[src/sv/rpsmd_pkg.sv]
// Shared types, constants and helper functions for the radar pixel snap mosaic dither block.
// No dependencies; used by the top level and its checker.
package rpsmd_pkg;

  localparam int MAX_WIDTH = 1024;
  localparam int IDX_W     = $clog2(MAX_WIDTH);

  localparam int IN_W   = 56;
  localparam int OUT_W  = 56;
  localparam int CFG_W  = 7;
  localparam int CFG_AW = 2;

  localparam logic [CFG_AW-1:0] CFG_OPACITY = 2'd0;
  localparam logic [CFG_AW-1:0] CFG_SCALE   = 2'd1;
  localparam logic [CFG_AW-1:0] CFG_MOSAIC  = 2'd2;

  localparam logic [6:0] OPACITY_RST = 7'd50;
  localparam logic [6:0] OPACITY_MAX = 7'd100;
  localparam logic [2:0] SCALE_RST   = 3'd2;
  localparam logic [2:0] SCALE_MAX   = 3'd4;
  localparam logic [3:0] MOSAIC_RST  = 4'd2;
  localparam logic [3:0] MOSAIC_MAX  = 4'd8;
  localparam logic [7:0] ALPHA_RST   = 8'd127;

  // floor(a * ALPHA_RECIP / 2^ALPHA_SHIFT) == floor(a / 100) for a <= 25500
  localparam logic [14:0] ALPHA_RECIP = 15'd20972;
  localparam int          ALPHA_SHIFT = 21;

  // floor(v * HASH_RECIP / 2^HASH_SHIFT) == floor(v / 100) for v < 2^19
  localparam logic [19:0] HASH_RECIP = 20'd671089;
  localparam int          HASH_SHIFT = 26;
  localparam logic [6:0]  HASH_MOD   = 7'd100;
  localparam logic [6:0]  HASH_DOT   = 7'd35;
  // 3241 and 5479 reduced modulo 100
  localparam logic [6:0]  HASH_KX    = 7'd41;
  localparam logic [6:0]  HASH_KY    = 7'd79;

  localparam int MOSAIC_SHIFT = 16;

  typedef enum logic [1:0] {
    CLS_HIDDEN = 2'd0,
    CLS_RED    = 2'd1,
    CLS_YELLOW = 2'd2,
    CLS_GREEN  = 2'd3
  } cls_t;

  typedef struct packed {
    logic [7:0] red;
    logic [7:0] green;
    logic [7:0] blue;
  } rgb_t;

  localparam rgb_t SNAP_RED    = '{red: 8'd194, green: 8'd41,  blue: 8'd30};
  localparam rgb_t SNAP_YELLOW = '{red: 8'd240, green: 8'd200, blue: 8'd0};
  localparam rgb_t SNAP_GREEN  = '{red: 8'd78,  green: 8'd148, blue: 8'd40};

  function automatic logic [7:0] abs_diff(input logic [7:0] a, input logic [7:0] b);
    abs_diff = (a > b) ? (a - b) : (b - a);
  endfunction

  function automatic cls_t classify(input rgb_t c, input logic [7:0] alpha);
    logic black;
    logic grey;
    black = (c.red < 8'd10) && (c.green < 8'd10) && (c.blue < 8'd10);
    grey  = (abs_diff(c.red, c.green) < 8'd20) && (abs_diff(c.green, c.blue) < 8'd20);
    if (black || grey || (alpha < 8'd10)) begin
      classify = CLS_HIDDEN;
    end else if ((c.red > 8'd100) && (c.green < 8'd80)) begin
      classify = CLS_RED;
    end else if ((c.red > 8'd80) && (c.green >= 8'd80)) begin
      classify = CLS_YELLOW;
    end else begin
      classify = CLS_GREEN;
    end
  endfunction

  function automatic rgb_t snap_color(input cls_t cls);
    unique case (cls)
      CLS_RED:    snap_color = SNAP_RED;
      CLS_YELLOW: snap_color = SNAP_YELLOW;
      CLS_GREEN:  snap_color = SNAP_GREEN;
      default:    snap_color = '0;
    endcase
  endfunction

  // ceil(2^16 / m) for m in 1..8
  function automatic logic [16:0] mosaic_recip(input logic [3:0] m);
    unique case (m)
      4'd1:    mosaic_recip = 17'd65536;
      4'd2:    mosaic_recip = 17'd32768;
      4'd3:    mosaic_recip = 17'd21846;
      4'd4:    mosaic_recip = 17'd16384;
      4'd5:    mosaic_recip = 17'd13108;
      4'd6:    mosaic_recip = 17'd10923;
      4'd7:    mosaic_recip = 17'd9363;
      default: mosaic_recip = 17'd8192;
    endcase
  endfunction

  // (41*dx + 79*dy) mod 100
  function automatic logic [6:0] hash_offset(input logic [1:0] dy, input logic [1:0] dx);
    unique case ({dy, dx})
      4'h0:    hash_offset = 7'd0;
      4'h1:    hash_offset = 7'd41;
      4'h2:    hash_offset = 7'd82;
      4'h3:    hash_offset = 7'd23;
      4'h4:    hash_offset = 7'd79;
      4'h5:    hash_offset = 7'd20;
      4'h6:    hash_offset = 7'd61;
      4'h7:    hash_offset = 7'd2;
      4'h8:    hash_offset = 7'd58;
      4'h9:    hash_offset = 7'd99;
      4'hA:    hash_offset = 7'd40;
      4'hB:    hash_offset = 7'd81;
      4'hC:    hash_offset = 7'd37;
      4'hD:    hash_offset = 7'd78;
      4'hE:    hash_offset = 7'd19;
      default: hash_offset = 7'd60;
    endcase
  endfunction

endpackage

[src/sv/radar_pixel_snap_mosaic_dither.sv]
// Radar pixel snap with mosaic class store, upscaling and hash dot dither.
// Depends on rpsmd_pkg.
//
// channel | dir | handshake          | payload
// in_     | in  | in_tvalid/tready   | in_tdata: src_x, src_y, blue, green, red, alpha
// out_    | out | out_tvalid/tready  | out_tdata: x, y, blue, green, red, alpha; out_tlast
// cfg_    | in  | cfg_wr_en          | cfg_index, cfg_wdata
//
// Each source pixel yields dot_scale^2 output beats (1 to 16), one per cycle from the
// output sequencer unless out_tready stalls; it takes the next pixel as the last beat
// of the current one is emitted. The class store is read once per pixel, written only
// by the top-left pixel of each mosaic cell, and needs no clearing after reset.
// rst_n is synchronous; a stalled out_tready holds the whole pipe back to in_tready.
module radar_pixel_snap_mosaic_dither (
  input  logic                            clk,
  input  logic                            rst_n,
  input  logic                            in_tvalid,
  output logic                            in_tready,
  // src_x[9:0], src_y[19:10], blue[27:20], green[35:28], red[43:36], alpha[51:44], zero pad
  input  logic [rpsmd_pkg::IN_W-1:0]      in_tdata,
  output logic                            out_tvalid,
  input  logic                            out_tready,
  // out_x[11:0], out_y[23:12], blue[31:24], green[39:32], red[47:40], alpha[55:48]
  output logic [rpsmd_pkg::OUT_W-1:0]     out_tdata,
  output logic                            out_tlast,
  input  logic                            cfg_wr_en,
  input  logic [rpsmd_pkg::CFG_AW-1:0]    cfg_index,
  input  logic [rpsmd_pkg::CFG_W-1:0]     cfg_wdata
);

  // configuration
  logic [6:0]  op_r;
  logic [2:0]  scale_r;
  logic [3:0]  mosaic_r;
  logic [7:0]  alpha_r;
  logic [14:0] alpha_num;
  logic [29:0] alpha_prod;
  logic [16:0] recip;

  always_ff @(posedge clk) begin
    if (!rst_n) begin
      op_r     <= rpsmd_pkg::OPACITY_RST;
      scale_r  <= rpsmd_pkg::SCALE_RST;
      mosaic_r <= rpsmd_pkg::MOSAIC_RST;
      alpha_r  <= rpsmd_pkg::ALPHA_RST;
    end else begin
      alpha_r <= alpha_prod[rpsmd_pkg::ALPHA_SHIFT +: 8];
      if (cfg_wr_en) begin
        unique case (cfg_index)
          rpsmd_pkg::CFG_OPACITY: begin
            op_r <= (cfg_wdata > rpsmd_pkg::OPACITY_MAX) ? rpsmd_pkg::OPACITY_MAX : cfg_wdata;
          end
          rpsmd_pkg::CFG_SCALE: begin
            if (cfg_wdata[2:0] == 3'd0) scale_r <= 3'd1;
            else if (cfg_wdata[2:0] > rpsmd_pkg::SCALE_MAX) scale_r <= rpsmd_pkg::SCALE_MAX;
            else scale_r <= cfg_wdata[2:0];
          end
          rpsmd_pkg::CFG_MOSAIC: begin
            if (cfg_wdata[3:0] == 4'd0) mosaic_r <= 4'd1;
            else if (cfg_wdata[3:0] > rpsmd_pkg::MOSAIC_MAX) mosaic_r <= rpsmd_pkg::MOSAIC_MAX;
            else mosaic_r <= cfg_wdata[3:0];
          end
          default: ;
        endcase
      end
    end
  end

  assign alpha_num  = {op_r, 8'd0} - 15'(op_r);
  assign alpha_prod = 30'(alpha_num) * 30'(rpsmd_pkg::ALPHA_RECIP);
  assign recip      = rpsmd_pkg::mosaic_recip(mosaic_r);

  // pipeline control
  logic v1_r, v2_r, v3_r, v4_r, v5_r;
  logic rdy1, rdy2, rdy3, rdy4, rdy5;
  logic out_free, emit, last5;
  logic [1:0] dx_r, dy_r;
  logic [2:0] smax;

  assign smax     = scale_r - 3'd1;
  assign last5    = ({1'b0, dx_r} == smax) && ({1'b0, dy_r} == smax);
  assign out_free = !out_tvalid || out_tready;
  assign emit     = v5_r && out_free;
  assign rdy5     = !v5_r || (out_free && last5);
  assign rdy4     = !v4_r || rdy5;
  assign rdy3     = !v3_r || rdy4;
  assign rdy2     = !v2_r || rdy3;
  assign rdy1     = !v1_r || rdy2;
  assign in_tready = rdy1;

  logic out_valid_r;
  assign out_tvalid = out_valid_r;

  always_ff @(posedge clk) begin
    if (!rst_n) begin
      v1_r        <= 1'b0;
      v2_r        <= 1'b0;
      v3_r        <= 1'b0;
      v4_r        <= 1'b0;
      v5_r        <= 1'b0;
      dx_r        <= 2'd0;
      dy_r        <= 2'd0;
      out_valid_r <= 1'b0;
    end else begin
      if (rdy1) v1_r <= in_tvalid;
      if (rdy2) v2_r <= v1_r;
      if (rdy3) v3_r <= v2_r;
      if (rdy4) v4_r <= v3_r;
      if (rdy5) begin
        v5_r <= v4_r;
        dx_r <= 2'd0;
        dy_r <= 2'd0;
      end else if (emit) begin
        if ({1'b0, dx_r} == smax) begin
          dx_r <= 2'd0;
          dy_r <= dy_r + 2'd1;
        end else begin
          dx_r <= dx_r + 2'd1;
        end
      end
      if (emit) out_valid_r <= 1'b1;
      else if (out_tready) out_valid_r <= 1'b0;
    end
  end

  // stage 1: input register
  logic [9:0]              x1_r, y1_r;
  rpsmd_pkg::rgb_t         c1_r;
  logic [7:0]              a1_r;

  // stage 2: quotients, scaled base, new class
  logic [9:0]              x2_r, y2_r, qx2_r, qy2_r;
  logic [11:0]             bx2_r, by2_r;
  rpsmd_pkg::rgb_t         c2_r;
  rpsmd_pkg::cls_t         cn2_r;
  logic [26:0]             qx_prod, qy_prod;

  assign qx_prod = 27'(x1_r) * 27'(recip);
  assign qy_prod = 27'(y1_r) * 27'(recip);

  // stage 3: store access, hash sum
  logic [13:0]             ix_full, iy_full;
  logic                    tl2;
  logic [rpsmd_pkg::IDX_W-1:0] idx2;
  logic [18:0]             v2;
  logic                    tl3_r;
  rpsmd_pkg::cls_t         cn3_r, rd3_r;
  logic [11:0]             bx3_r, by3_r;
  rpsmd_pkg::rgb_t         c3_r;
  logic [18:0]             hv3_r;
  rpsmd_pkg::cls_t         class_mem [rpsmd_pkg::MAX_WIDTH];

  assign ix_full = 14'(qx2_r) * 14'(mosaic_r);
  assign iy_full = 14'(qy2_r) * 14'(mosaic_r);
  assign tl2     = (ix_full == 14'(x2_r)) && (iy_full == 14'(y2_r));
  assign idx2    = ix_full[rpsmd_pkg::IDX_W-1:0];
  assign v2      = 19'(bx2_r) * 19'(rpsmd_pkg::HASH_KX) + 19'(by2_r) * 19'(rpsmd_pkg::HASH_KY);

  always_ff @(posedge clk) begin
    if (v2_r && rdy3 && tl2) class_mem[idx2] <= cn2_r;
    if (rdy3) rd3_r <= class_mem[idx2];
  end

  // stage 4: hash quotient
  logic [38:0]             hq_prod;
  rpsmd_pkg::cls_t         cls4_r;
  logic [11:0]             bx4_r, by4_r;
  rpsmd_pkg::rgb_t         c4_r;
  logic [18:0]             hv4_r;
  logic [12:0]             hq4_r;

  assign hq_prod = 39'(hv3_r) * 39'(rpsmd_pkg::HASH_RECIP);

  // stage 5: output sequencer
  logic [18:0]             hrem;
  rpsmd_pkg::cls_t         cls5_r;
  logic [11:0]             bx5_r, by5_r;
  rpsmd_pkg::rgb_t         c5_r;
  logic [6:0]              h5_r;

  assign hrem = hv4_r - 19'(hq4_r) * 19'(rpsmd_pkg::HASH_MOD);

  always_ff @(posedge clk) begin
    if (rdy1) begin
      x1_r <= in_tdata[9:0];
      y1_r <= in_tdata[19:10];
      c1_r <= '{red: in_tdata[43:36], green: in_tdata[35:28], blue: in_tdata[27:20]};
      a1_r <= in_tdata[51:44];
    end
    if (rdy2) begin
      x2_r  <= x1_r;
      y2_r  <= y1_r;
      qx2_r <= qx_prod[rpsmd_pkg::MOSAIC_SHIFT +: 10];
      qy2_r <= qy_prod[rpsmd_pkg::MOSAIC_SHIFT +: 10];
      bx2_r <= 12'(x1_r) * 12'(scale_r);
      by2_r <= 12'(y1_r) * 12'(scale_r);
      c2_r  <= c1_r;
      cn2_r <= rpsmd_pkg::classify(c1_r, a1_r);
    end
    if (rdy3) begin
      tl3_r <= tl2;
      cn3_r <= cn2_r;
      bx3_r <= bx2_r;
      by3_r <= by2_r;
      c3_r  <= c2_r;
      hv3_r <= v2;
    end
    if (rdy4) begin
      cls4_r <= tl3_r ? cn3_r : rd3_r;
      bx4_r  <= bx3_r;
      by4_r  <= by3_r;
      c4_r   <= c3_r;
      hv4_r  <= hv3_r;
      hq4_r  <= hq_prod[rpsmd_pkg::HASH_SHIFT +: 13];
    end
    if (rdy5) begin
      cls5_r <= cls4_r;
      bx5_r  <= bx4_r;
      by5_r  <= by4_r;
      c5_r   <= c4_r;
      h5_r   <= hrem[6:0];
    end
  end

  // beat generation
  logic [7:0]      hsum, hmod;
  logic            show;
  logic [11:0]     ox, oy;
  rpsmd_pkg::rgb_t beat_color;
  logic [7:0]      beat_alpha;
  logic [rpsmd_pkg::OUT_W-1:0] out_data_r;
  logic            out_last_r;

  assign hsum = 8'(h5_r) + 8'(rpsmd_pkg::hash_offset(dy_r, dx_r));
  assign hmod = (hsum >= 8'(rpsmd_pkg::HASH_MOD)) ? (hsum - 8'(rpsmd_pkg::HASH_MOD)) : hsum;
  assign show = (cls5_r != rpsmd_pkg::CLS_HIDDEN) && (hmod < 8'(rpsmd_pkg::HASH_DOT));
  assign ox   = bx5_r + 12'(dx_r);
  assign oy   = by5_r + 12'(dy_r);
  assign beat_color = show ? rpsmd_pkg::snap_color(cls5_r) : c5_r;
  assign beat_alpha = show ? alpha_r : 8'd0;

  always_ff @(posedge clk) begin
    if (emit) begin
      out_data_r <= {beat_alpha, beat_color, oy, ox};
      out_last_r <= last5;
    end
  end

  assign out_tdata = out_data_r;
  assign out_tlast = out_last_r;

endmodule

[config.mk]
export PLATFORM = sky130hd
export DESIGN_NAME = radar_pixel_snap_mosaic_dither
export DESIGN_NICKNAME = d
export VERILOG_FILES = /design/src/sv/rpsmd_pkg.sv /design/src/sv/radar_pixel_snap_mosaic_dither.sv
export SDC_FILE = /design/constraint.sdc
export NUM_CORES = 2
export LEC_CHECK = 0
export ABC_AREA = 1
export BUFFER_PORTS_ARGS = -buffer_cell sky130_fd_sc_hd__buf_4
export CAP_MARGIN = 30
export CORE_MARGIN = 5
export CORE_UTILIZATION = 45
export DETAILED_ROUTE_END_ITERATION = 16
export GPL_ROUTABILITY_DRIVEN = 0
export PLACE_DENSITY = 0.62
export SYNTH_ARGS = -nofsm -noshare
export SYNTH_HDL_FRONTEND = slang
export SYNTH_SLANG_ARGS = --single-unit
[constraint.sdc]
create_clock -name clk -period 20.6 [get_ports clk]
set_input_delay 3.09 -clock clk [delete_from_list [all_inputs] [get_ports clk]]
set_output_delay 3.09 -clock clk [all_outputs]
set_load 0.02 [all_outputs]
# Word-level counts from Yosys, hierarchy flattened
# Memories as Yosys holds them, arrays and structs flattened. A register that Yosys moved wholly into a read port is not among the register bits.
# Cells that the tools add are included.
dict set report totals {
  rom_bits 112
  register_bits 428
  in_bits 70
  mem_bits_rw 2048
  output_inout_bits 59
  elab_cells 172
  n_memories 2
}
dict set report op_classes {
  addsub 14
  n_bitwise 1
  eq_ne 16
  magnitude_cmp 17
  mul 11
  reduce_logical 37
  muxes 19
}
# memory words word_bits rd rd_clocked_by_memory_dff wr line
set mem_list {}
lappend mem_list {class_mem 1024 2 1 1 1 radar_pixel_snap_mosaic_dither.sv:151} ;# rpsmd_pkg::cls_t class_mem [rpsmd_pkg::MAX_WIDTH];
lappend mem_list {{(no name shown)} 16 7 1 0 0 rpsmd_pkg.sv:102} ;# unique case ({dy, dx})
# op n
set ops {}
lappend ops {{17-bit one-hot mux with 7 select lines} 1}
lappend ops {{24-bit one-hot mux with 3 select lines} 1}
lappend ops {{10-bit by 17-bit multiplier with 26-bit output} 2}
lappend ops {{19-bit by 20-bit multiplier with 39-bit output, second input constant} 1}
lappend ops {{8-bit by 4-bit less-than comparator with 1-bit output, second input constant} 4}
lappend ops {{8-bit subtractor} 4}
lappend ops {{14-bit by 10-bit == test with 1-bit output} 2}
lappend ops {{10-bit by 4-bit multiplier with 14-bit output} 2}
lappend ops {{15-bit by 13-bit multiplier with 27-bit output, second input constant} 1}
lappend ops {{12-bit by 2-bit adder with 12-bit output} 2}
lappend ops {{10-bit by 3-bit multiplier with 12-bit output} 2}
lappend ops {{24-bit two-way mux} 1}
lappend ops {{8-bit two-way mux} 3}
lappend ops {{18-bit by 19-bit adder with 19-bit output} 1}
lappend ops {{12-bit by 7-bit multiplier with 19-bit output, second input constant} 1}
lappend ops {{12-bit by 6-bit multiplier with 18-bit output, second input constant} 1}
lappend ops {{4-bit by 3-bit == test with 1-bit output, second input constant} 4}
lappend ops {{8-bit by 7-bit greater-or-equal comparator with 1-bit output, second input constant} 2}
lappend ops {{8-bit by 7-bit greater-than comparator with 1-bit output, second input constant} 2}
lappend ops {{8-bit greater-than comparator} 2}
lappend ops {{8-bit by 5-bit less-than comparator with 1-bit output, second input constant} 2}
lappend ops {{15-bit by 7-bit subtractor with 15-bit output} 1}
lappend ops {{13-bit by 5-bit multiplier with 5-bit output, second input constant} 1}
lappend ops {{1-bit logical AND} 12}
lappend ops {{other kinds (29)} 60}

# Depth between registers and ports, before layout
dict set report logic_depth {
  ltp_word 11
  ltp_mapped 33
}

# Worst setup path after synthesis
# No wires, ideal clock.
dict set report synth_timing {
  kind {reg-to-reg}
  from {reg cn2_r[0]}
  to {mem class_mem[0][0] in the netlist's numbering (data pin)}
  path_buffers 0
  path_stages_with_launch 1
  t_arrival_ns 12.029
  setup_time_ns 2.673
  t_required_ns 17.927
  setup_slack_ns 5.898
  cell_sequence {edfxtp_1}
}
# item line
set synth_lines {}
lappend synth_lines {{from (decl)} radar_pixel_snap_mosaic_dither.sv:135} ;# rpsmd_pkg::cls_t cn2_r;
lappend synth_lines {{from (signal assigned)} radar_pixel_snap_mosaic_dither.sv:198} ;# cn2_r <= rpsmd_pkg::classify(c1_r, a1_r);
lappend synth_lines {{to (decl)} radar_pixel_snap_mosaic_dither.sv:151}
# Straight into the memory's write port.

# Worst setup path in the final report
dict set report layout_timing {
  from {in out_tready}
  to {out in_tready}
}
dict set report layout_between {
  elab_chain_cells 7
}
# item line
set layout_rtl {}
lappend layout_rtl {{from (decl)} radar_pixel_snap_mosaic_dither.sv:22} ;# input logic out_tready,
lappend layout_rtl {{1-bit logical OR} radar_pixel_snap_mosaic_dither.sv:82} ;# assign out_free = !out_tvalid || out_tready;
lappend layout_rtl {{1-bit logical AND} radar_pixel_snap_mosaic_dither.sv:84} ;# assign rdy5 = !v5_r || (out_free && last5);
lappend layout_rtl {{1-bit logical OR} radar_pixel_snap_mosaic_dither.sv:84}
lappend layout_rtl {{named net rdy5} radar_pixel_snap_mosaic_dither.sv:75} ;# logic rdy1, rdy2, rdy3, rdy4, rdy5;
lappend layout_rtl {{1-bit logical OR} radar_pixel_snap_mosaic_dither.sv:85} ;# assign rdy4 = !v4_r || rdy5;
lappend layout_rtl {{1-bit logical OR} radar_pixel_snap_mosaic_dither.sv:86} ;# assign rdy3 = !v3_r || rdy4;
lappend layout_rtl {{1-bit logical OR} radar_pixel_snap_mosaic_dither.sv:87} ;# assign rdy2 = !v2_r || rdy3;
lappend layout_rtl {{1-bit logical OR} radar_pixel_snap_mosaic_dither.sv:88} ;# assign rdy1 = !v1_r || rdy2;
lappend layout_rtl {{to (decl)} radar_pixel_snap_mosaic_dither.sv:18} ;# output logic in_tready,
# The timed path passes the listed nets, and every way through them passes these cells.

==> results.ini <==
[worst_setup_path]
worst-endpoint-required_ps=17510
critical_path.top_delay_family=buffers and inverters
worstPathMaxFanout=58
path_cells=buf_4, inv_1, nand2_1, nand2_1, nand2_2, buf_4, nor2_1, nand2_4, nor2_1, nand2_2, buf_4, buf_4
critical-path-top-cell-by-count=buf_4
crit_path_top_delay_cell=buf_4
cp_slowest_stage_delay_ps=630
worstSetupStartpointType=input pin
setup.worst_path.class=input pin to output port
setup.worst_path.end_class=output port
cp.arrival_ps=5880
critical_path.n_buffers_inverters=5

[place]
port_buffers=123
final_hpwl_dp_um=212000

[sta]
timing_hold_violations_final=0
timing.final.crit_share_pct=43.5
fin_worst_hold_slack_ps=412
period_needed_ps=8970
timing.max_slew.rel_slack_pct=19.3
final.setup.tns_ps=0
drv_slew=0
max_clock_freq_mhz=112
timing.final.setup_violations=0
worst_slew_pin_slew_ps=1210
worst_clock_skew_ps=73.8
rsz0062_at_grt=false

[power]
power.ir.vdd_worst_uv=666
power_density_mw_per_mm2=174
total_power_mw=24.6
power_leakage_nw=53.4

[layout]
share_of_post_route_cells_with_drive_strength_above_1_pct=9.28
fillCellCount=24576
final_net_count=12480
area_growth_pct=10.6

[yosys]
synthesis.instances=11421
synth_nets=12544
ys_top_cells_by_count=2618 x nand2_1, 2437 x edfxtp_1, 1232 x nor2_1, 1076 x inv_1, 1027 x a22oi_1
yosys-top-cells-area=edfxtp_1 57%, fa_1 8.3%, nand2_1 7.7%, a22oi_1 6.0%, ha_1 5.1%
synthMostInstantiatedCell=nand2_1
yosysWarnings=0
synth_top_flop_cell=edfxtp_1
synth.mux.area_fraction_pct=0.0176
adder_cell_area_share_of_the_yosys_netlist_pct=13.4
synth.top_cell.area_share_pct=57.2
synth_xor_area_share_pct=1.09
ys_ff_latch=2469
synth.yosys.seq_area_share_pct=57.7
synth_simple_gate_area_share_pct=13.9
largest_family_of_logic_cells_by_synthesized_area=simple AND/OR/NAND/NOR gates
synth_cell_area_sq_mm=0.128
async_set_or_reset_flop_fraction_in_the_synthesized_netlist_pct=0
count_of_cell_types_in_the_netlist=57
area_fraction_in_compound_gates_after_synthesis_pct=8.38
synthesis.area_per_instance_sq_um=11.2
synth-edff-count=2437
post-synth-top-area-cell=edfxtp_1

[clock_tree]
ctsResizeCount=0
clock_buffers_created_by_tritoncts=270
tritoncts=yes
clock_sinks=2469
cts_root_buf=clkbuf_16
cts_hold_buf=0
clk_transition_reported_paths_ps=60
cts-htree-levels=5
clock_path_buffers=4
worst_skew_pair.late_latency_ps=880
cts_setup_buffers=0

[route]
routedWlPerCell_um=23.0
detailedRoute.firstPassIterationCount=6
detailroute.via_count=85921
wirelength_um=353000
post-route-drc-count=0
viasPerCell=5.61
detail-route-antenna-nets=0
count_of_routing_violations_after_the_opening_detailed_route_iteration=8736

[grt]
grt_max_degree=234
global_route.overflow_total=0
grt_pass1_vias=86899
grt_pass1_wl_um=532000
total_global_route_track_usage_pct=23.6
initial_antenna_violation_count=7

[die]
floorplan.die_area_sq_mm=0.295
die_w_um=543
start_util_pct=45.3
die-height_um=543
placeable_area_sq_mm=0.283
row_count=195
ports_placed_on_the_boundary=129

[run]
max_cap_viol_count=0

[outcome]
run_status=finished, final reports clean

[hold_path]
worst_hold_path_type=flop to flop

[cell type report]
| cell class | instances | area [sq um] | area share (%) |
|---|---|---|---|
| Sequential cell | 2469 | 73800 | 52.2 |
| Multi-Input combinational cell | 7210 | 47600 | 33.6 |
| Clock buffer | 338 | 7220 | 5.10 |
| Tap cell | 3743 | 4680 | 3.31 |
| Inverter | 1098 | 4120 | 2.91 |
| Timing Repair Buffer | 308 | 2710 | 1.92 |
| Clock inverter | 144 | 1330 | 0.943 |
| Antenna cell | 3 | 7.51 | 0.00531 |
[final timing paths]
check,cells after the start,to,slack [ps],start
worst max-delay path,12,in_tready,11630,out_tready
worst min register to register,0,bx5_r[7],410,bx4_r[7]
worst min-delay path,0,bx5_r[7],410,bx4_r[7]
worst max register to register,24,qx2_r[9],13230,mosaic_r[2]
[through the flow]
stage	util, %	setup slack [ps]	cell area, sq um	cells
floorplan	-	5900	128000	11421
detailed placement	47.0	11590	133000	14823
global placement	46.9	11660	133000	14817
finish	50.0	11630	141000	15313
CTS	50.0	11590	141000	15305
global route	50.0	11290	141000	15312
[report_power, final]
group	internal [mW]	switching, mW	total, mW
Sequential	6.00	0.145	6.15
Combinational	5.07	8.70	13.8
Clock	2.72	2.00	4.72
[cell families after synthesis]
| group | after synthesis |
|---|---|
| flops | 2469 |
| xor+xnor | 160 |
| compound gates | 1577 |
| mux | 2 |
| buf+inv | 1742 |
| fa+ha+maj | 1053 |
| simple gates | 4418 |
[placed cells by master (no fill, tap or decap), types with 79 or more instances in the layout]
master / instances
nor2_2: 282
buf_4: 280
clkbuf_16: 279
ha_1: 520
inv_1: 1072
edfxtp_1: 2437
fa_1: 533
xor2_1: 103
clkinv_1: 79
nor2_1: 1163
nand3_1: 126
nand2_1: 2615
a22oi_1: 1027
a21oi_1: 312
o21ai_0: 137
[metal layers]
| layer | GRT usage [%] | share of wire (%) | vias to the layer above |
|---|---|---|---|
| li1 | - | - | 38868 |
| met1 | 32.3 | 41 | 42661 |
| met2 | 38.2 | 47 | 3706 |
| met3 | 3.60 | 8.5 | 686 |
| met4 | 8.57 | 4.0 | 0 |
| met5 | 0 | 0 | - |
[state kept, by name, indices dropped and copies added, names as in the netlist, 19 cells and up]
name       flops
class_mem   2048
c1_r          24
hv3_r         19
c2_r          24
c5_r          24
c3_r          24
c4_r          24
out_tdata     56
(Power assumes the default switching activity.)
